### config.mk
export PLATFORM = sky130hd
export DESIGN_NAME = hid_report_descriptor_parser_core
export DESIGN_NICKNAME = d
export VERILOG_FILES = /design/src/hw/rtl/hrdp_pkg.sv /design/src/hw/rtl/hrdp_ctrl.sv /design/src/hw/rtl/hrdp_dp.sv /design/src/hw/rtl/hid_report_descriptor_parser_core.sv
export SDC_FILE = /design/constraint.sdc
export NUM_CORES = 1
export LEC_CHECK = 0
export ABC_AREA = 1
export BUFFER_PORTS_ARGS = -buffer_cell sky130_fd_sc_hd__buf_2
export CORE_ASPECT_RATIO = 0.5
export CORE_MARGIN = 1.5
export CORE_UTILIZATION = 53
export CTS_CLUSTER_DIAMETER = 30
export DETAILED_ROUTE_END_ITERATION = 8
export PLACE_DENSITY_LB_ADDON = 0.25
export SLEW_MARGIN = 20
export SYNTH_ARGS = -nofsm -noshare
export SYNTH_HDL_FRONTEND = slang
export SYNTH_HIERARCHICAL = 1
export SYNTH_SLANG_ARGS = --single-unit
### constraint.sdc
create_clock -name clk_i -period 4.1 [get_ports clk_i]
set_input_delay 0.205 -clock clk_i [delete_from_list [all_inputs] [get_ports clk_i]]
set_output_delay 0.205 -clock clk_i [all_outputs]
set_load 0.005 [all_outputs]
### src/hw/rtl/hrdp_pkg.sv
package hrdp_pkg;

  // Sizing
  localparam int USAGE_DEPTH = 16;
  localparam int MAX_COUNT   = 64;

  localparam int QPTR_W = (USAGE_DEPTH > 1) ? $clog2(USAGE_DEPTH) : 1;
  localparam int QCNT_W = $clog2(USAGE_DEPTH + 1);
  localparam int SLOT_W = (MAX_COUNT > 1) ? $clog2(MAX_COUNT) : 1;
  localparam int CNT_W  = $clog2(MAX_COUNT + 1);

  // Item prefix codes
  localparam logic [7:0] TAG_MASK         = 8'hFC;
  localparam logic [7:0] LONG_PREFIX      = 8'hFE;
  localparam logic [7:0] TAG_INPUT        = 8'h80;
  localparam logic [7:0] TAG_OUTPUT       = 8'h90;
  localparam logic [7:0] TAG_COLLECTION   = 8'hA0;
  localparam logic [7:0] TAG_USAGE_PAGE   = 8'h04;
  localparam logic [7:0] TAG_REPORT_SIZE  = 8'h74;
  localparam logic [7:0] TAG_REPORT_COUNT = 8'h94;
  localparam logic [7:0] TAG_USAGE        = 8'h08;
  localparam logic [7:0] TAG_USAGE_MIN    = 8'h18;

  typedef enum logic [1:0] {
    ERR_NONE  = 2'd0,
    ERR_LONG  = 2'd1,
    ERR_CLAMP = 2'd2
  } err_e;

  // Controller to datapath
  typedef struct packed {
    logic accept;    // frame the incoming byte
    logic clear;     // return all parser state to reset
    logic apply;     // execute a non-main item
    logic slot_clr;  // start a main item's slot walk
    logic step;      // process one report slot
    logic emit_err;  // emit the long item error result
  } cmd_t;

  // Datapath to controller
  typedef struct packed {
    logic long_prefix;  // incoming byte is a long item prefix
    logic frame_done;   // incoming byte completes a short item
    logic is_main;      // framed item is Input or Output
    logic no_slot;      // report count is zero
    logic slot_last;    // current slot is the item's last
    logic out_free;     // output register can take a result
  } status_t;

  // Number of data bytes following a short item prefix
  function automatic logic [2:0] total_bytes(input logic [7:0] prefix);
    logic [2:0] n;
    n = (prefix[1:0] == 2'd3) ? 3'd4 : {1'b0, prefix[1:0]};
    return n;
  endfunction

endpackage

### src/hw/rtl/hrdp_ctrl.sv
module hrdp_ctrl (
  input  logic             clk_i,
  input  logic             rst_ni,
  input  logic             in_valid_i,
  output logic             in_ready_o,
  input  logic             final_byte_i,
  input  hrdp_pkg::status_t sts_i,
  output hrdp_pkg::cmd_t   cmd_o
);
  import hrdp_pkg::*;

  typedef enum logic [1:0] {
    ST_IDLE,
    ST_EXEC,
    ST_MAIN,
    ST_ERR
  } state_e;

  state_e state_q, state_d;
  logic   fin_q, fin_d;

  // Next state and commands
  always_comb begin
    state_d    = state_q;
    fin_d      = fin_q;
    cmd_o      = '0;
    in_ready_o = 1'b0;
    case (state_q)
      ST_IDLE: begin
        in_ready_o = 1'b1;
        if (in_valid_i) begin
          cmd_o.accept = 1'b1;
          fin_d        = final_byte_i;
          if (sts_i.long_prefix) begin
            state_d = ST_ERR;
          end else if (sts_i.frame_done) begin
            state_d = ST_EXEC;
          end else begin
            cmd_o.clear = final_byte_i;
          end
        end
      end
      ST_EXEC: begin
        if (sts_i.is_main && !sts_i.no_slot) begin
          cmd_o.slot_clr = 1'b1;
          state_d        = ST_MAIN;
        end else begin
          cmd_o.apply = !sts_i.is_main;
          cmd_o.clear = fin_q;
          state_d     = ST_IDLE;
        end
      end
      ST_MAIN: begin
        cmd_o.step = sts_i.out_free;
        if (sts_i.out_free && sts_i.slot_last) begin
          cmd_o.clear = fin_q;
          state_d     = ST_IDLE;
        end
      end
      ST_ERR: begin
        cmd_o.emit_err = sts_i.out_free;
        if (sts_i.out_free) begin
          cmd_o.clear = fin_q;
          state_d     = ST_IDLE;
        end
      end
      default: begin
        state_d = ST_IDLE;
      end
    endcase
  end

  always_ff @(posedge clk_i or negedge rst_ni) begin
    if (!rst_ni) begin
      state_q <= ST_IDLE;
      fin_q   <= 1'b0;
    end else begin
      state_q <= state_d;
      fin_q   <= fin_d;
    end
  end

endmodule

### src/hw/rtl/hrdp_dp.sv
module hrdp_dp (
  input  logic              clk_i,
  input  logic              rst_ni,
  input  logic [7:0]        desc_byte_i,
  input  hrdp_pkg::cmd_t    cmd_i,
  output hrdp_pkg::status_t sts_o,
  output logic              out_valid_o,
  input  logic              out_ready_i,
  output logic              is_output_report_o,
  output logic [31:0]       field_usage_o,
  output logic [15:0]       field_bit_offset_o,
  output logic [7:0]        field_bit_length_o,
  output logic              is_index_o,
  output logic [1:0]        error_code_o,
  output logic              last_of_item_o
);
  import hrdp_pkg::*;

  // Framing and parser state
  logic [7:0]        prefix_q;
  logic [2:0]        left_q;
  logic [31:0]       data_q;
  logic [7:0]        page_q;
  logic [7:0]        size_q;
  logic [31:0]       count_q;
  logic [15:0]       min_q;
  logic [15:0]       in_off_q;
  logic [15:0]       out_off_q;
  logic [QPTR_W-1:0] qhead_q;
  logic [QCNT_W-1:0] qcnt_q;
  logic [31:0]       queue_q [USAGE_DEPTH];
  logic [SLOT_W-1:0] slot_q;

  // Output register
  logic        out_valid_q;
  logic        o_is_out_q;
  logic [31:0] o_usage_q;
  logic [15:0] o_off_q;
  logic [7:0]  o_len_q;
  logic        o_idx_q;
  err_e        o_err_q;
  logic        o_last_q;

  // Item decode
  logic [7:0]        tag;
  logic              is_out_item;
  logic              clamped;
  logic              constant;
  logic              variable;
  logic [CNT_W-1:0]  cnt_eff;
  logic              slot_last;
  logic [15:0]       cur_off;
  logic [31:0]       usage_raw;
  logic [31:0]       usage_field;
  logic              q_empty;
  logic              q_full;
  logic [QCNT_W:0]   wr_sum;
  logic [QPTR_W-1:0] wr_idx;
  logic [QPTR_W-1:0] head_nxt;
  logic [1:0]        lane;
  logic              out_free;
  logic              load_field;
  logic              load_clamp;

  assign tag         = prefix_q & TAG_MASK;
  assign is_out_item = (tag == TAG_OUTPUT);
  assign clamped     = (count_q > 32'(MAX_COUNT));
  assign constant    = data_q[0];
  assign variable    = data_q[1];
  assign cnt_eff     = clamped ? CNT_W'(MAX_COUNT) : count_q[CNT_W-1:0];
  assign slot_last   = (CNT_W'(slot_q) == (cnt_eff - CNT_W'(1)));
  assign cur_off     = is_out_item ? out_off_q : in_off_q;
  assign q_empty     = (qcnt_q == '0);
  assign q_full      = (qcnt_q == QCNT_W'(USAGE_DEPTH));
  assign usage_raw   = (variable && !q_empty) ? queue_q[qhead_q] : {16'h0000, min_q};
  assign usage_field = usage_raw | {8'h00, page_q, 16'h0000};

  // Circular queue pointers
  assign wr_sum   = (QCNT_W + 1)'(qhead_q) + (QCNT_W + 1)'(qcnt_q);
  assign wr_idx   = (wr_sum >= (QCNT_W + 1)'(USAGE_DEPTH))
                    ? QPTR_W'(wr_sum - (QCNT_W + 1)'(USAGE_DEPTH)) : QPTR_W'(wr_sum);
  assign head_nxt = (qhead_q == QPTR_W'(USAGE_DEPTH - 1)) ? '0 : qhead_q + QPTR_W'(1);

  // Byte lane of the next data byte
  assign lane = 2'(total_bytes(prefix_q) - left_q);

  assign out_free   = !out_valid_q || out_ready_i;
  assign load_field = cmd_i.step && !constant;
  assign load_clamp = cmd_i.step && constant && clamped && slot_last;

  // Status back to the controller
  always_comb begin
    sts_o.long_prefix = (left_q == 3'd0) && (desc_byte_i == LONG_PREFIX);
    sts_o.frame_done  = (left_q == 3'd0)
                        ? ((desc_byte_i != LONG_PREFIX) && (total_bytes(desc_byte_i) == 3'd0))
                        : (left_q == 3'd1);
    sts_o.is_main     = (tag == TAG_INPUT) || (tag == TAG_OUTPUT);
    sts_o.no_slot     = (count_q == 32'd0);
    sts_o.slot_last   = slot_last;
    sts_o.out_free    = out_free;
  end

  // Parser state
  always_ff @(posedge clk_i or negedge rst_ni) begin
    if (!rst_ni) begin
      prefix_q  <= '0;
      left_q    <= '0;
      data_q    <= '0;
      page_q    <= '0;
      size_q    <= '0;
      count_q   <= '0;
      min_q     <= '0;
      in_off_q  <= '0;
      out_off_q <= '0;
      qhead_q   <= '0;
      qcnt_q    <= '0;
      slot_q    <= '0;
    end else if (cmd_i.clear) begin
      prefix_q  <= '0;
      left_q    <= '0;
      data_q    <= '0;
      page_q    <= '0;
      size_q    <= '0;
      count_q   <= '0;
      min_q     <= '0;
      in_off_q  <= '0;
      out_off_q <= '0;
      qhead_q   <= '0;
      qcnt_q    <= '0;
      slot_q    <= '0;
    end else begin
      // Item framing
      if (cmd_i.accept) begin
        if (left_q == 3'd0) begin
          if (desc_byte_i != LONG_PREFIX) begin
            prefix_q <= desc_byte_i;
            data_q   <= '0;
            left_q   <= total_bytes(desc_byte_i);
          end
        end else begin
          case (lane)
            2'd0:    data_q[7:0]   <= desc_byte_i;
            2'd1:    data_q[15:8]  <= desc_byte_i;
            2'd2:    data_q[23:16] <= desc_byte_i;
            default: data_q[31:24] <= desc_byte_i;
          endcase
          left_q <= left_q - 3'd1;
        end
      end

      // Global, local and collection items
      if (cmd_i.apply) begin
        case (tag)
          TAG_COLLECTION:   qcnt_q  <= '0;
          TAG_USAGE_PAGE:   page_q  <= data_q[7:0];
          TAG_REPORT_SIZE:  size_q  <= data_q[7:0];
          TAG_REPORT_COUNT: count_q <= data_q;
          TAG_USAGE_MIN:    min_q   <= data_q[15:0];
          TAG_USAGE: begin
            if (!q_full) begin
              qcnt_q <= qcnt_q + QCNT_W'(1);
            end
          end
          default: begin
          end
        endcase
      end

      // Report slot walk
      if (cmd_i.slot_clr) begin
        slot_q <= '0;
      end else if (cmd_i.step) begin
        slot_q <= slot_q + SLOT_W'(1);
        if (is_out_item) begin
          out_off_q <= out_off_q + 16'(size_q);
        end else begin
          in_off_q <= in_off_q + 16'(size_q);
        end
        if (!constant && variable) begin
          if (q_empty) begin
            min_q <= min_q + 16'd1;
          end else begin
            qhead_q <= head_nxt;
            qcnt_q  <= qcnt_q - QCNT_W'(1);
          end
        end
      end
    end
  end

  // Usage queue storage
  always_ff @(posedge clk_i) begin
    if (cmd_i.apply && (tag == TAG_USAGE) && !q_full) begin
      queue_q[wr_idx] <= data_q;
    end
  end

  // Output register valid
  always_ff @(posedge clk_i or negedge rst_ni) begin
    if (!rst_ni) begin
      out_valid_q <= 1'b0;
    end else if (load_field || load_clamp || cmd_i.emit_err) begin
      out_valid_q <= 1'b1;
    end else if (out_ready_i) begin
      out_valid_q <= 1'b0;
    end
  end

  // Output register payload
  always_ff @(posedge clk_i) begin
    if (load_field) begin
      o_is_out_q <= is_out_item;
      o_usage_q  <= usage_field;
      o_off_q    <= cur_off;
      o_len_q    <= size_q;
      o_idx_q    <= !variable;
      o_err_q    <= clamped ? ERR_CLAMP : ERR_NONE;
      o_last_q   <= slot_last;
    end else if (load_clamp) begin
      o_is_out_q <= is_out_item;
      o_usage_q  <= '0;
      o_off_q    <= '0;
      o_len_q    <= '0;
      o_idx_q    <= 1'b0;
      o_err_q    <= ERR_CLAMP;
      o_last_q   <= 1'b1;
    end else if (cmd_i.emit_err) begin
      o_is_out_q <= 1'b0;
      o_usage_q  <= '0;
      o_off_q    <= '0;
      o_len_q    <= '0;
      o_idx_q    <= 1'b0;
      o_err_q    <= ERR_LONG;
      o_last_q   <= 1'b1;
    end
  end

  assign out_valid_o        = out_valid_q;
  assign is_output_report_o = o_is_out_q;
  assign field_usage_o      = o_usage_q;
  assign field_bit_offset_o = o_off_q;
  assign field_bit_length_o = o_len_q;
  assign is_index_o         = o_idx_q;
  assign error_code_o       = o_err_q;
  assign last_of_item_o     = o_last_q;

endmodule

### src/hw/rtl/hid_report_descriptor_parser_core.sv
// HID report descriptor parser.
// Input channel (in_valid_i/in_ready_o): one descriptor byte per transaction,
// final_byte_i marks the last byte; after it the parser returns to reset state.
// Output channel (out_valid_o/out_ready_i): one field record per transaction,
// held in an output register so a waiting result does not block the input.
// Sequencing: a byte that does not finish an item leaves the controller idle.
// A finished global or local item passes through the execute state. A finished
// Input or Output item passes through the execute state, then walks its report
// slots (report count, at most MAX_COUNT) in the controller's slot walk. A long
// item prefix yields one error record.
// In ready is high only while the controller is idle.
// When the receiver stalls, the slot walk halts until the output register is
// taken; the input side then stays not ready.
// Reset (rst_ni low, asynchronous) clears all parser state and the output
// valid; the usage queue contents are not cleared, only its fill count.
module hid_report_descriptor_parser_core (
  input  logic        clk_i,
  input  logic        rst_ni,
  input  logic        in_valid_i,
  output logic        in_ready_o,
  input  logic [7:0]  desc_byte_i,
  input  logic        final_byte_i,
  output logic        out_valid_o,
  input  logic        out_ready_i,
  output logic        is_output_report_o,
  output logic [31:0] field_usage_o,
  output logic [15:0] field_bit_offset_o,
  output logic [7:0]  field_bit_length_o,
  output logic        is_index_o,
  output logic [1:0]  error_code_o,
  output logic        last_of_item_o
);
  import hrdp_pkg::*;

  cmd_t    cmd;
  status_t sts;

  // Sequencer
  hrdp_ctrl u_ctrl (
    .clk_i        (clk_i),
    .rst_ni       (rst_ni),
    .in_valid_i   (in_valid_i),
    .in_ready_o   (in_ready_o),
    .final_byte_i (final_byte_i),
    .sts_i        (sts),
    .cmd_o        (cmd)
  );

  // Parser state and field record datapath
  hrdp_dp u_dp (
    .clk_i              (clk_i),
    .rst_ni             (rst_ni),
    .desc_byte_i        (desc_byte_i),
    .cmd_i              (cmd),
    .sts_o              (sts),
    .out_valid_o        (out_valid_o),
    .out_ready_i        (out_ready_i),
    .is_output_report_o (is_output_report_o),
    .field_usage_o      (field_usage_o),
    .field_bit_offset_o (field_bit_offset_o),
    .field_bit_length_o (field_bit_length_o),
    .is_index_o         (is_index_o),
    .error_code_o       (error_code_o),
    .last_of_item_o     (last_of_item_o)
  );

endmodule

* Yosys cells after proc, flatten, opt, wreduce, memory -nomap -nowiden
Memories as Yosys holds them, arrays and structs flattened. Index checks and enable logic that the tools add are counted.
Word-level totals: flip-flop bits (word level) 219, RAM bits 512, input bits 13, memories 1
Memory list:
- u_dp.queue_q | depth 16, width 32, rd ports 1, clocked after Yosys merged registers in 0, wr ports 1, RTL line hrdp_dp.sv:31 | logic [31:0] queue_q [USAGE_DEPTH];
Cells by class: $add $sub $neg 12, $lt $le $gt $ge 2, equality and inequality tests 30, muxes and demuxes 109, bitwise logic cells 1, reductions and logical operators 60
Operator list (number):
- 2-to-1 mux 32 bit | 11
- 2-to-1 mux 16 bit | 19
- 2-to-1 mux 8 bit | 17
- 2-to-1 mux 5 bit | 7
- adder 16 x 8 -> 16 bit | 2
- greater-than comparator 32 x 7 -> 1 bit, second input constant | 1
- logical NOT 32 bit | 1
- OR 32 x 24 -> 32 bit | 1
- 2-to-1 mux 2 bit | 14
- 2-to-1 mux 4 bit | 7
- equality test 6 bit, second input constant | 4
- 2-to-1 mux 1 bit | 22
- nonzero test 2 bit | 11
- AND reduction 3 bit | 7
- 2-to-1 mux 6 bit | 3
- adder 16 x 1 -> 16 bit, second input constant | 1
- 2-to-1 mux 3 bit | 5
- nonzero test 3 bit | 5
- logical AND 1 bit | 12
- equality test 2 bit, second input constant | 5
- one-hot mux 5 bit (2 select lines) | 1
- AND reduction 2 bit | 5
- equality test 8 bit, second input constant | 1
- != test 8 bit, second input constant | 1
- other kinds (33) | 51

* Depth between registers and ports, before layout
Gate-level depths: netlist (run 1).
depth in word-level cells 11, mapped depth 30, gate-level depth less buffers 26

* Cells and area by module
Netlist (run 1), hierarchy kept.
Modules (own cells, without submodules):
- hrdp_dp | instances 1, cells each 2674, area an instance 30694.4 µm², sequential area each 21085.2 µm²
- hrdp_ctrl | instances 1, cells each 42, area an instance 245.2 µm², sequential area each 75.1 µm²

* Least setup slack after synthesis (run 1)
Ideal clock, no wire load.
path kind register to register, from register u_dp.count_q[5], to register u_dp.o_err_q[0] (netlist: u_dp/error_code_o[0]), enable pin, setup time 0.420 ns, data arrival time 3.290 ns, data required time 3.680 ns, setup slack 0.390 ns, stages on the path, launching flop included 16, cell sequence dfrtp_1 nor2_4 nand2_2 nor2_2 nor2_2 nor2_4 buf_6 nand2_1 ha_1 xor2_1 nand2_1 nor2_2 nand3_2 nor2_4 a21oi_1 nand2_1
Between the ends: word-level cells in the longest chain between the ends 6, elaborated cells between the ends (all ways) 7, classes of those cells add/sub: 1; order compare: 1; eq/ne: 1; mux: 1; reduce/logical: 3
Ends and longest elaborated chain:
- from (decl) | RTL line hrdp_dp.sv:25 | logic [31:0] count_q;
- from (signal assigned) | RTL line hrdp_dp.sv:157 | TAG_REPORT_COUNT: count_q <= data_q;
- greater-than comparator 32 x 7 -> 1 bit | RTL line hrdp_dp.sv:67 | assign clamped = (count_q > 32'(MAX_COUNT));
- 2-to-1 mux 7 bit * | RTL line hrdp_dp.sv:70 | assign cnt_eff = clamped ? CNT_W'(MAX_COUNT) : count_q[CNT_W-1:0];
- subtractor 7 x 1 -> 7 bit * | RTL line hrdp_dp.sv:71 | assign slot_last = (CNT_W'(slot_q) == (cnt_eff - CNT_W'(1)));
- equality test 6 x 7 -> 1 bit * | RTL line hrdp_dp.sv:71
- net u_dp.slot_last | RTL line hrdp_dp.sv:51 | logic slot_last;
- logical AND 1 bit * | RTL line hrdp_dp.sv:89 | assign load_clamp = cmd_i.step && constant && clamped && slot_last;
- nonzero test 3 bit (no line) *
- to (signal assigned) | RTL line hrdp_dp.sv:217 | o_err_q <= clamped ? ERR_CLAMP : ERR_NONE;
- to (decl) | RTL line hrdp_dp.sv:41 | err_e o_err_q;
The timed path passes the listed nets; every way through them passes the cells marked *. A chain may end at the register's enable or synchronous reset.

==> results of run 1 <==
power breakdown:
part / internal, uW / total, uW / switching (uW)
logic: 2220 / 7230 / 5010
registers: 9640 / 11100 / 1420
clock network: 5470 / 8950 / 3470
per-layer routing:
layer / vias to the layer above / GRT usage [%] / share of wire [%]
met2: 1064 / 41.8 / 45
met1: 10800 / 39.9 / 43
met5: - / 0 / 0.016
met4: 2 / 9.12 / 3.0
li1: 9969 / - / -
met3: 188 / 5.53 / 9.0
per-stage QoR:
stage / std cells / hold slack (ns)
after floorplan: 2716 / -0.0906
after global placement: 3479 / 0.352
after detailed placement: 3479 / 0.351
after CTS: 3674 / 0.250
after global routing: 3674 / 0.299
final: 3675 / 0.194
placed cells by master (no fill, tap or decap), types with 6 or more instances in the layout:
master,n
o211ai_1,44
o21ai_0,372
buf_12,17
inv_8,8
ha_1,29
nand2_1,338
a21oi_1,134
clkinv_4,9
xor2_1,17
o31ai_1,8
buf_2,74
clkinv_2,6
xnor2_1,10
nand4_1,24
nor2_2,19
nand2_2,6
dfrtp_1,154
buf_4,44
bufinv_16,14
a32o_1,8
nand3_1,117
o22ai_1,49
dlygate4sd3_1,15
nor2_1,307
clkinvlp_4,11
clkbuf_16,99
o221ai_1,54
clkbuf_1,6
nor2_4,23
a31oi_1,11
inv_6,22
inv_1,194
edfxtp_1,573
inv_2,6
nor3_1,15
cell type report:
class / instances / area [sq um]
antenna: 1 / 2.50
clock buffer: 107 / 2530
clock inverter: 73 / 963
fill: 4348 / 21400
inverter: 206 / 783
multi-input combinational: 1638 / 8560
sequential: 731 / 21200
tap: 768 / 961
timing repair buffer: 151 / 1200
what timing repair did:
item / CTS / global route
endpoints found under the setup margin: 0 / 77
hold buffers: 15 / 0
gates resized for setup: 0 / 7
hold endpoints to repair: 102 / 0
flip-flops by register name (all words and copies together) (netlist names), 2 cells and up:
signal and count:
u_dp/queue_q 512, u_dp/count_q 32, u_dp/data_q 32, u_dp/field_usage_o 32, u_dp/field_bit_offset_o 16, u_dp/in_off_q 16
u_dp/min_q 16, u_dp/out_off_q 16, u_dp/field_bit_length_o 8, u_dp/page_q 8, u_dp/prefix_q 8, u_dp/size_q 8
u_dp/slot_q 6, u_dp/qcnt_q 5, u_dp/qhead_q 4, u_dp/left_q 3, u_ctrl/state_q 2, u_dp/error_code_o 2
worst paths after layout:
| check | start | end | slack, ns | depth (start not counted) |
|---|---|---|---|---|
| setup / recovery | u_dp/count_q[20]$_DFFE_PN0P_ | u_dp/data_q[28]$_DFFE_PN0P_ | 0.52 | 25 |
| hold / removal | rst_ni | u_dp/in_off_q[5]$_DFFE_PN0P_ | 0.19 | 2 |
| setup reg to reg | u_dp/count_q[20]$_DFFE_PN0P_ | u_dp/data_q[28]$_DFFE_PN0P_ | 0.52 | 25 |
| hold reg to reg | u_dp/count_q[27]$_DFFE_PN0P_ | u_dp/count_q[27]$_DFFE_PN0P_ | 0.47 | 2 |
| max in group asynchronous | rst_ni | u_dp/data_q[28]$_DFFE_PN0P_ | 2.81 | 3 |
| min in group clk_i | desc_byte_i[4] | u_dp/prefix_q[4]$_DFFE_PN0P_ | 0.42 | 4 |
logic make-up after synthesis:
group                      Yosys count  share of synthesized area (%)
and+or+nand+nor                    871                           11.9
DFF                                731                           68.4
AOI/OAI and AO/OA                  708                           13.2
buffers and inverters              347                           4.42
adders and majority gates           32                           1.37
xor gates and xnor gates            27                          0.764
==> flow_metrics.env, run 1 <==
export IMPL_status="finished clean"
export IMPL_wl_per_cell_microns=22.2
export IMPL_finalSetupViolCount=0
export IMPL_worstHoldPathType="in -> async"
export IMPL_max_stage_delay_ns=0.39
export IMPL_ys_seq_area_share_pct=68.4
export IMPL_layout_nets=2868
export IMPL_drt_iter0_drc=2557
export IMPL_hpwl_microns=47600
export IMPL_crit_path_top_delay_cell="dfrtp_1"
export IMPL_vias_per_cell=5.99
export IMPL_crit_family="simple AND/OR/NAND/NOR gates"
export IMPL_finalWeightedCongestion=0.879
export IMPL_fin_crit_sh_pct=87.4
export IMPL_worst_setup_path_type="reg -> reg"
export IMPL_drive_above_1_share_pct=13.1
export IMPL_finClkSkew_ns=0.0313
export IMPL_fin_area_sq_um=36200
export IMPL_setup_ws_ns=0.517
export IMPL_synthTopCellsByArea="edfxtp_1, dfrtp_1, o21ai_0, nand2_1, nor2_1"
export IMPL_synth_cells=2716
export IMPL_rsz0062_at_grt="no"
export IMPL_yosysTopAreaCell="edfxtp_1"
export IMPL_htreeDepth=3
export IMPL_syn_nets=2761
export IMPL_core_area_sq_um=57600
export IMPL_synthArstFlopShare_pct=21.6
export IMPL_ant_nets=0
export IMPL_yosysMostFrequentCell="edfxtp_1"
export IMPL_cp_end_kind="flip-flop"
export IMPL_clock_latency_ns=0.65
export IMPL_post_dp_cell_area_sq_um=32500
export IMPL_cts_tree="yes"
export IMPL_synth_edff_count=573
export IMPL_die_area_sq_um=59900
export IMPL_fp_row_count=62
export IMPL_area_growth_pct=16.9
export IMPL_port_buffers=75
export IMPL_ys_seq_elements=731
export IMPL_final_setup_tns_ns=0
export IMPL_drc=0
export IMPL_cts_buffers=95
export IMPL_netlist_area_sq_um=30900
export IMPL_drt_pre_antenna_iters=6
export IMPL_grt_overflow=0
export IMPL_ir_drop_v=0.000522
export IMPL_wl_microns=81600
export IMPL_max_freq_ghz=0.279
export IMPL_grt_pass1_vias=21400
export IMPL_grt_use_total_pct=27.5
export IMPL_drv_slew=0
export IMPL_pre_cts_ws_ns=0.216
export IMPL_grt_max_degree=169
export IMPL_finalPower_uw=27200
export IMPL_post_cts_buffers=0
export IMPL_cp_buffers_inverters=5
export IMPL_clkSinkCount=731
export IMPL_synth_ff_type="edfxtp_1"
export IMPL_cp_required_ns=4.63
export IMPL_die_x_microns=345
export IMPL_avgSynthCellArea_sq_um=11.4
export IMPL_clockBufferDepth=3
export IMPL_yosysUniqueCellTypes=51
export IMPL_antenna_found_initial=2
export IMPL_powerDensity_nw_per_um2=753
export IMPL_fp_dieH_microns=174
export IMPL_finalHoldViolCount=0
export IMPL_root_buffer="clkbuf_16"
export IMPL_grt_pass1_wl_microns=125000
export IMPL_synth_common_cells="edfxtp_1, o21ai_0, nand2_1, nor2_1, inv_1"
export IMPL_drv_cap=0
export IMPL_fin_crit_ns=3.58
export IMPL_final_core_util_pct=62.8
export IMPL_leakage_uw=0.0137
export IMPL_cp_max_fo=12
export IMPL_io_pins=76
export IMPL_start_util_pct=53.8
export IMPL_start_kind="flip-flop"
export IMPL_worstPathArrival_ns=4.12
export IMPL_worstMarginPinSlew_ns=1.07
export IMPL_num_vias=22000
export IMPL_relSlewSlack_pct=28.8
export IMPL_cts_clk_slew_worst_paths_ns=0.06
export IMPL_cpMostUsedCell="nand2_1"
export IMPL_yosysTopAreaCellShare_pct=55.6
export IMPL_yosysWarnings=6
No activity file was read; power rests on OpenSTA's default activity.
==> inputs of run 2 (changes only) <==
- CELL_PAD_IN_SITES_DETAIL_PLACEMENT: unset -> 1
- CELL_PAD_IN_SITES_GLOBAL_PLACEMENT: unset -> 2
- CORE_UTILIZATION: 53 -> 43
- GPL_ROUTABILITY_DRIVEN: unset -> 0
- TNS_END_PERCENT: unset -> 1
==> flow_metrics.env, run 2 (synthesis gave the netlist of run 1 again) <==
export IMPL_largest_register="u_dp/queue_q"
export IMPL_final_cell_mix="edfxtp_1, o21ai_0, nand2_1"
export IMPL_start_util_pct=43.5
export IMPL_crit_family="simple AND/OR/NAND/NOR gates"
export IMPL_worstHoldPathType="in -> async"
export IMPL_cp_required_ns=4.69
export IMPL_antenna_found_initial=2
export IMPL_status="finished clean"
export IMPL_die_area_sq_um=73700
export IMPL_ir_drop_v=0.000384
export IMPL_hpwl_microns=57600
export IMPL_worstMarginPinSlew_ns=0.978
export IMPL_finalHoldViolCount=0
export IMPL_vias_per_cell=5.72
export IMPL_max_stage_delay_ns=0.38
export IMPL_worstPathArrival_ns=4.27
export IMPL_die_x_microns=382
export IMPL_worst_setup_path_type="reg -> reg"
export IMPL_cts_tree="yes"
export IMPL_cts_buffers=115
export IMPL_grt_pass1_wl_microns=147000
export IMPL_fin_crit_sh_pct=89.7
export IMPL_drt_iter0_drc=2260
export IMPL_r2r_start="u_dp/count_q[27]$_DFFE_PN0P_"
export IMPL_r2r_end="u_dp/data_q[6]$_DFFE_PN0P_"
export IMPL_clock_latency_ns=0.69
export IMPL_pre_cts_ws_ns=0.321
export IMPL_start_kind="flip-flop"
export IMPL_root_buffer="clkbuf_16"
export IMPL_area_growth_pct=20.4
export IMPL_drv_cap=0
export IMPL_ant_nets=0
export IMPL_drt_pre_antenna_iters=5
export IMPL_grt_overflow=0
export IMPL_grt_max_degree=184
export IMPL_core_area_sq_um=71100
export IMPL_rsz0062_at_grt="no"
export IMPL_finClkSkew_ns=0.0429
export IMPL_cp_buffers_inverters=3
export IMPL_leakage_uw=0.0141
export IMPL_fp_dieH_microns=193
export IMPL_num_vias=22400
export IMPL_drc=0
export IMPL_setup_ws_ns=0.421
export IMPL_worstRegToRegCells=25
export IMPL_n_fill_cell=7345
export IMPL_rrSetupSlack_ns=0.42
export IMPL_layout_nets=2905
export IMPL_fin_crit_ns=3.68
export IMPL_grt_pass1_vias=23400
export IMPL_cp_max_fo=16
export IMPL_antenna_cells=0
export IMPL_grt_use_total_pct=26.9
export IMPL_mostFrequentLayoutCell="edfxtp_1"
export IMPL_drive_above_1_share_pct=14.6
export IMPL_htreeDepth=3
export IMPL_drv_slew=0
export IMPL_crit_path_top_delay_cell="dfrtp_1"
export IMPL_clockBufferDepth=3
export IMPL_fp_row_count=69
export IMPL_port_buffers=75
export IMPL_io_pins=76
export IMPL_relSlewSlack_pct=34.1
export IMPL_wl_per_cell_microns=25.1
export IMPL_cp_end_kind="flip-flop"
export IMPL_final_setup_tns_ns=0
export IMPL_max_freq_ghz=0.272
export IMPL_powerDensity_nw_per_um2=783
export IMPL_cts_clk_slew_worst_paths_ns=0.05
export IMPL_finalPower_uw=29200
export IMPL_cpMostUsedCell="nand2_1"
export IMPL_clkSinkCount=731
export IMPL_whs_ns=0.167
export IMPL_largest_reg_flops=512
export IMPL_post_cts_buffers=0
export IMPL_wl_microns=98300
export IMPL_finalSetupViolCount=0
[run 2: cell types whose count changed in the layout (fill, tap and decap cells not counted), moves of 4 or more]
cell	change
inv_6	-10
clkinv_2	+10
clkinv_1	+5
clkinv_4	+7
clkbuf_16	+18
bufinv_16	+4
buf_4	+14
clkinvlp_4	+5
inv_8	-4
[run 2: worst max path at each step]
stage	endpoint	cells after the start	startpoint
2_1_floorplan	u_dp/error_code_o[0]$_SDFFCE_PP0P_	15	u_dp/count_q[5]$_DFFE_PN0P_
3_3_place_gp	u_dp/data_q[29]$_DFFE_PN0P_	25	u_dp/count_q[17]$_DFFE_PN0P_
3_5_place_dp	u_dp/data_q[21]$_DFFE_PN0P_	24	u_dp/count_q[27]$_DFFE_PN0P_
4_1_cts	u_dp/data_q[21]$_DFFE_PN0P_	24	u_dp/count_q[27]$_DFFE_PN0P_
5_1_grt	u_dp/data_q[6]$_DFFE_PN0P_	25	u_dp/count_q[27]$_DFFE_PN0P_
6_report	u_dp/data_q[6]$_DFFE_PN0P_	25	u_dp/count_q[27]$_DFFE_PN0P_
[run 2: power breakdown]
| group | switching, uW | internal (uW) | leakage, uW |
|---|---|---|---|
| sequential | 1510 | 9650 | 0.00732 |
| combinational | 5350 | 2330 | 0.00479 |
| clock | 3800 | 6530 | 0.00199 |
| total | 10700 | 18500 | 0.0141 |
[run 2: through the flow]
| step | util (%) | std cells | cell area (sq um) |
|---|---|---|---|
| after CTS | 52.4 | 3921 | 37200 |
| after floorplan | - | 2716 | 30900 |
| after detailed placement | 46.3 | 3686 | 32900 |
| final | 52.4 | 3921 | 37200 |
| after global placement | 46.3 | 3686 | 32900 |
| after global routing | 52.4 | 3921 | 37200 |
[run 2: final cells by class]
| type | instances | area [sq um] | share of cell area, % |
|---|---|---|---|
| clock buffer | 129 | 3020 | 8.12 |
| clock inverter | 91 | 1140 | 3.05 |
| inverter | 206 | 778 | 2.09 |
| multi-input combinational | 1638 | 8560 | 23.0 |
| sequential | 731 | 21200 | 56.9 |
| tap | 958 | 1200 | 3.22 |
| timing repair buffer | 168 | 1370 | 3.67 |
[run 2: metal layers]
metal	global-route usage, %	vias up	wire, microns
met5	0	-	0
met4	7.84	0	2400
met3	5.81	154	7340
met2	43.1	727	45400
met1	37.1	11500	43200
li1	-	10100	-
[run 2: what timing repair did]
action / in CTS / in global routing
hold buffers: 15 / 0
setup endpoints to repair: 0 / 16
hold endpoints to repair: 88 / 0
gates resized for setup: 0 / 3
==> inputs of run 3 (changes only) <==
- CORE_UTILIZATION: 43 -> 37
==> flow_metrics.env, run 3 (synthesis gave the netlist of run 1 again) <==
export IMPL_powerDensity_nw_per_um2=782
export IMPL_finalHoldViolCount=0
export IMPL_antenna_found_initial=6
export IMPL_fp_row_count=74
export IMPL_clkSinkCount=731
export IMPL_start_kind="flip-flop"
export IMPL_cts_buffers=121
export IMPL_fp_dieH_microns=207
export IMPL_rsz0062_at_grt="no"
export IMPL_root_buffer="clkbuf_16"
export IMPL_layout_nets=2910
export IMPL_htreeDepth=3
export IMPL_port_buffers=75
export IMPL_clockBufferDepth=3
export IMPL_die_area_sq_um=85500
export IMPL_ir_drop_v=0.000377
export IMPL_vias_per_cell=5.46
export IMPL_drc=0
export IMPL_num_vias=22300
export IMPL_worstMarginPinSlew_ns=0.985
export IMPL_worst_setup_path_type="reg -> reg"
export IMPL_worstPathArrival_ns=4.20
export IMPL_hpwl_microns=58100
export IMPL_grt_pass1_vias=23300
export IMPL_max_freq_ghz=0.275
export IMPL_worstHoldPathType="in -> async"
export IMPL_ant_nets=0
export IMPL_cts_clk_slew_worst_paths_ns=0.05
export IMPL_drv_slew=0
export IMPL_cts_tree="yes"
export IMPL_start_util_pct=37.6
export IMPL_relSlewSlack_pct=34.4
export IMPL_drt_iter0_drc=1678
export IMPL_cp_max_fo=16
export IMPL_cpMostUsedCell="nand2_1"
export IMPL_crit_path_top_delay_cell="dfrtp_1"
export IMPL_largest_register="u_dp/queue_q"
export IMPL_final_cell_mix="edfxtp_1, o21ai_0, nand2_1"
export IMPL_grt_max_degree=98
export IMPL_grt_use_total_pct=23.0
export IMPL_core_area_sq_um=82200
export IMPL_grt_overflow=0
export IMPL_wl_per_cell_microns=23.9
export IMPL_finalPower_uw=29300
export IMPL_io_pins=76
export IMPL_clock_latency_ns=0.72
export IMPL_drive_above_1_share_pct=14.6
export IMPL_area_growth_pct=21.2
export IMPL_finClkSkew_ns=0.0452
export IMPL_max_stage_delay_ns=0.37
export IMPL_largest_reg_flops=512
export IMPL_final_setup_tns_ns=0
export IMPL_fin_crit_ns=3.63
export IMPL_status="finished clean"
export IMPL_leakage_uw=0.0141
export IMPL_fin_crit_sh_pct=88.6
export IMPL_cp_end_kind="flip-flop"
export IMPL_post_cts_buffers=0
export IMPL_die_x_microns=412
export IMPL_finalSetupViolCount=0
export IMPL_n_fill_cell=8695
export IMPL_cp_required_ns=4.67
export IMPL_grt_pass1_wl_microns=147000
export IMPL_drt_pre_antenna_iters=5
export IMPL_drv_cap=0
export IMPL_mostFrequentLayoutCell="edfxtp_1"
export IMPL_wl_microns=97500
run 3: cell types whose count changed in the layout (fill, tap and decap cells not counted), moves of 4 or more:
cell,change
inv_6,-5
buf_12,-4
clkinv_2,+7
clkbuf_1,+4
clkinv_4,-6
clkbuf_16,+5
clkinvlp_4,+4
run 3: cell type report:
type / instances / area [sq um] / area share [%]
inverters: 206 / 781 / 2.08
well taps: 1102 / 1380 / 3.68
repair buffers: 167 / 1310 / 3.50
multi-input cells: 1638 / 8580 / 22.9
flip-flops and latches: 731 / 21200 / 56.5
clock inverters: 92 / 1140 / 3.03
diodes: 2 / 5.00 / 0.0134
clock buffers: 135 / 3120 / 8.33
run 3: timing repair:
action                                  CTS  global route
hold buffers                             15             0
endpoints found under the setup margin    0            47
resized for setup                         0            10
endpoints found under the hold margin   131             0
run 3: power by group:
group,internal (uW),switching [uW]
clock network,6770,3790
logic,2290,5300
registers,9650,1520
run 3: through the flow:
stage                     hold slack [ns]  utilization [%]  worst slack (ns)  area (sq um)  cells
after floorplan                   -0.0906                -             0.390         30900   2716
after global placement              0.408             40.2             0.255         33000   3829
after detailed placement            0.412             40.2            0.0867         33000   3829
after CTS                           0.217             45.5            0.0510         37400   4071
after global routing                0.297             45.6           0.00536         37500   4071
final                               0.230             45.6             0.469         37500   4073
run 3: final timing paths:
check / start / to / cells past startpoint / slack, ns
min in group clk_i: desc_byte_i[5] / u_dp/prefix_q[5]$_DFFE_PN0P_ / 4 / 0.38
setup / recovery: u_dp/count_q[23]$_DFFE_PN0P_ / u_dp/data_q[18]$_DFFE_PN0P_ / 26 / 0.47
setup reg to reg: u_dp/count_q[23]$_DFFE_PN0P_ / u_dp/data_q[18]$_DFFE_PN0P_ / 26 / 0.47
max in group asynchronous: rst_ni / u_dp/out_off_q[0]$_DFFE_PN0P_ / 3 / 2.93
hold / removal: rst_ni / u_dp/in_off_q[14]$_DFFE_PN0P_ / 2 / 0.23
hold reg to reg: u_dp/count_q[17]$_DFFE_PN0P_ / u_dp/count_q[17]$_DFFE_PN0P_ / 2 / 0.47
run 3: critical path, delay by kind of cell (launching register included):
kind                     cells  cell delay [ns]
adder cells (fa/ha/maj)      1             0.31
flip-flops                   1             0.37
AO/OA/AOI/OAI                1             0.10
buffers and inverters        4             0.50
XOR/XNOR                     1             0.16
AND/OR/NAND/NOR             19             2.04
run 3: routing by layer:
layer	global-route usage [%]	wire length (microns)	up-vias
met5	0	0	-
met4	7.02	2230	0
met3	4.62	6010	141
met2	35.2	43700	589
met1	33.0	45600	11400
li1	-	-	10100
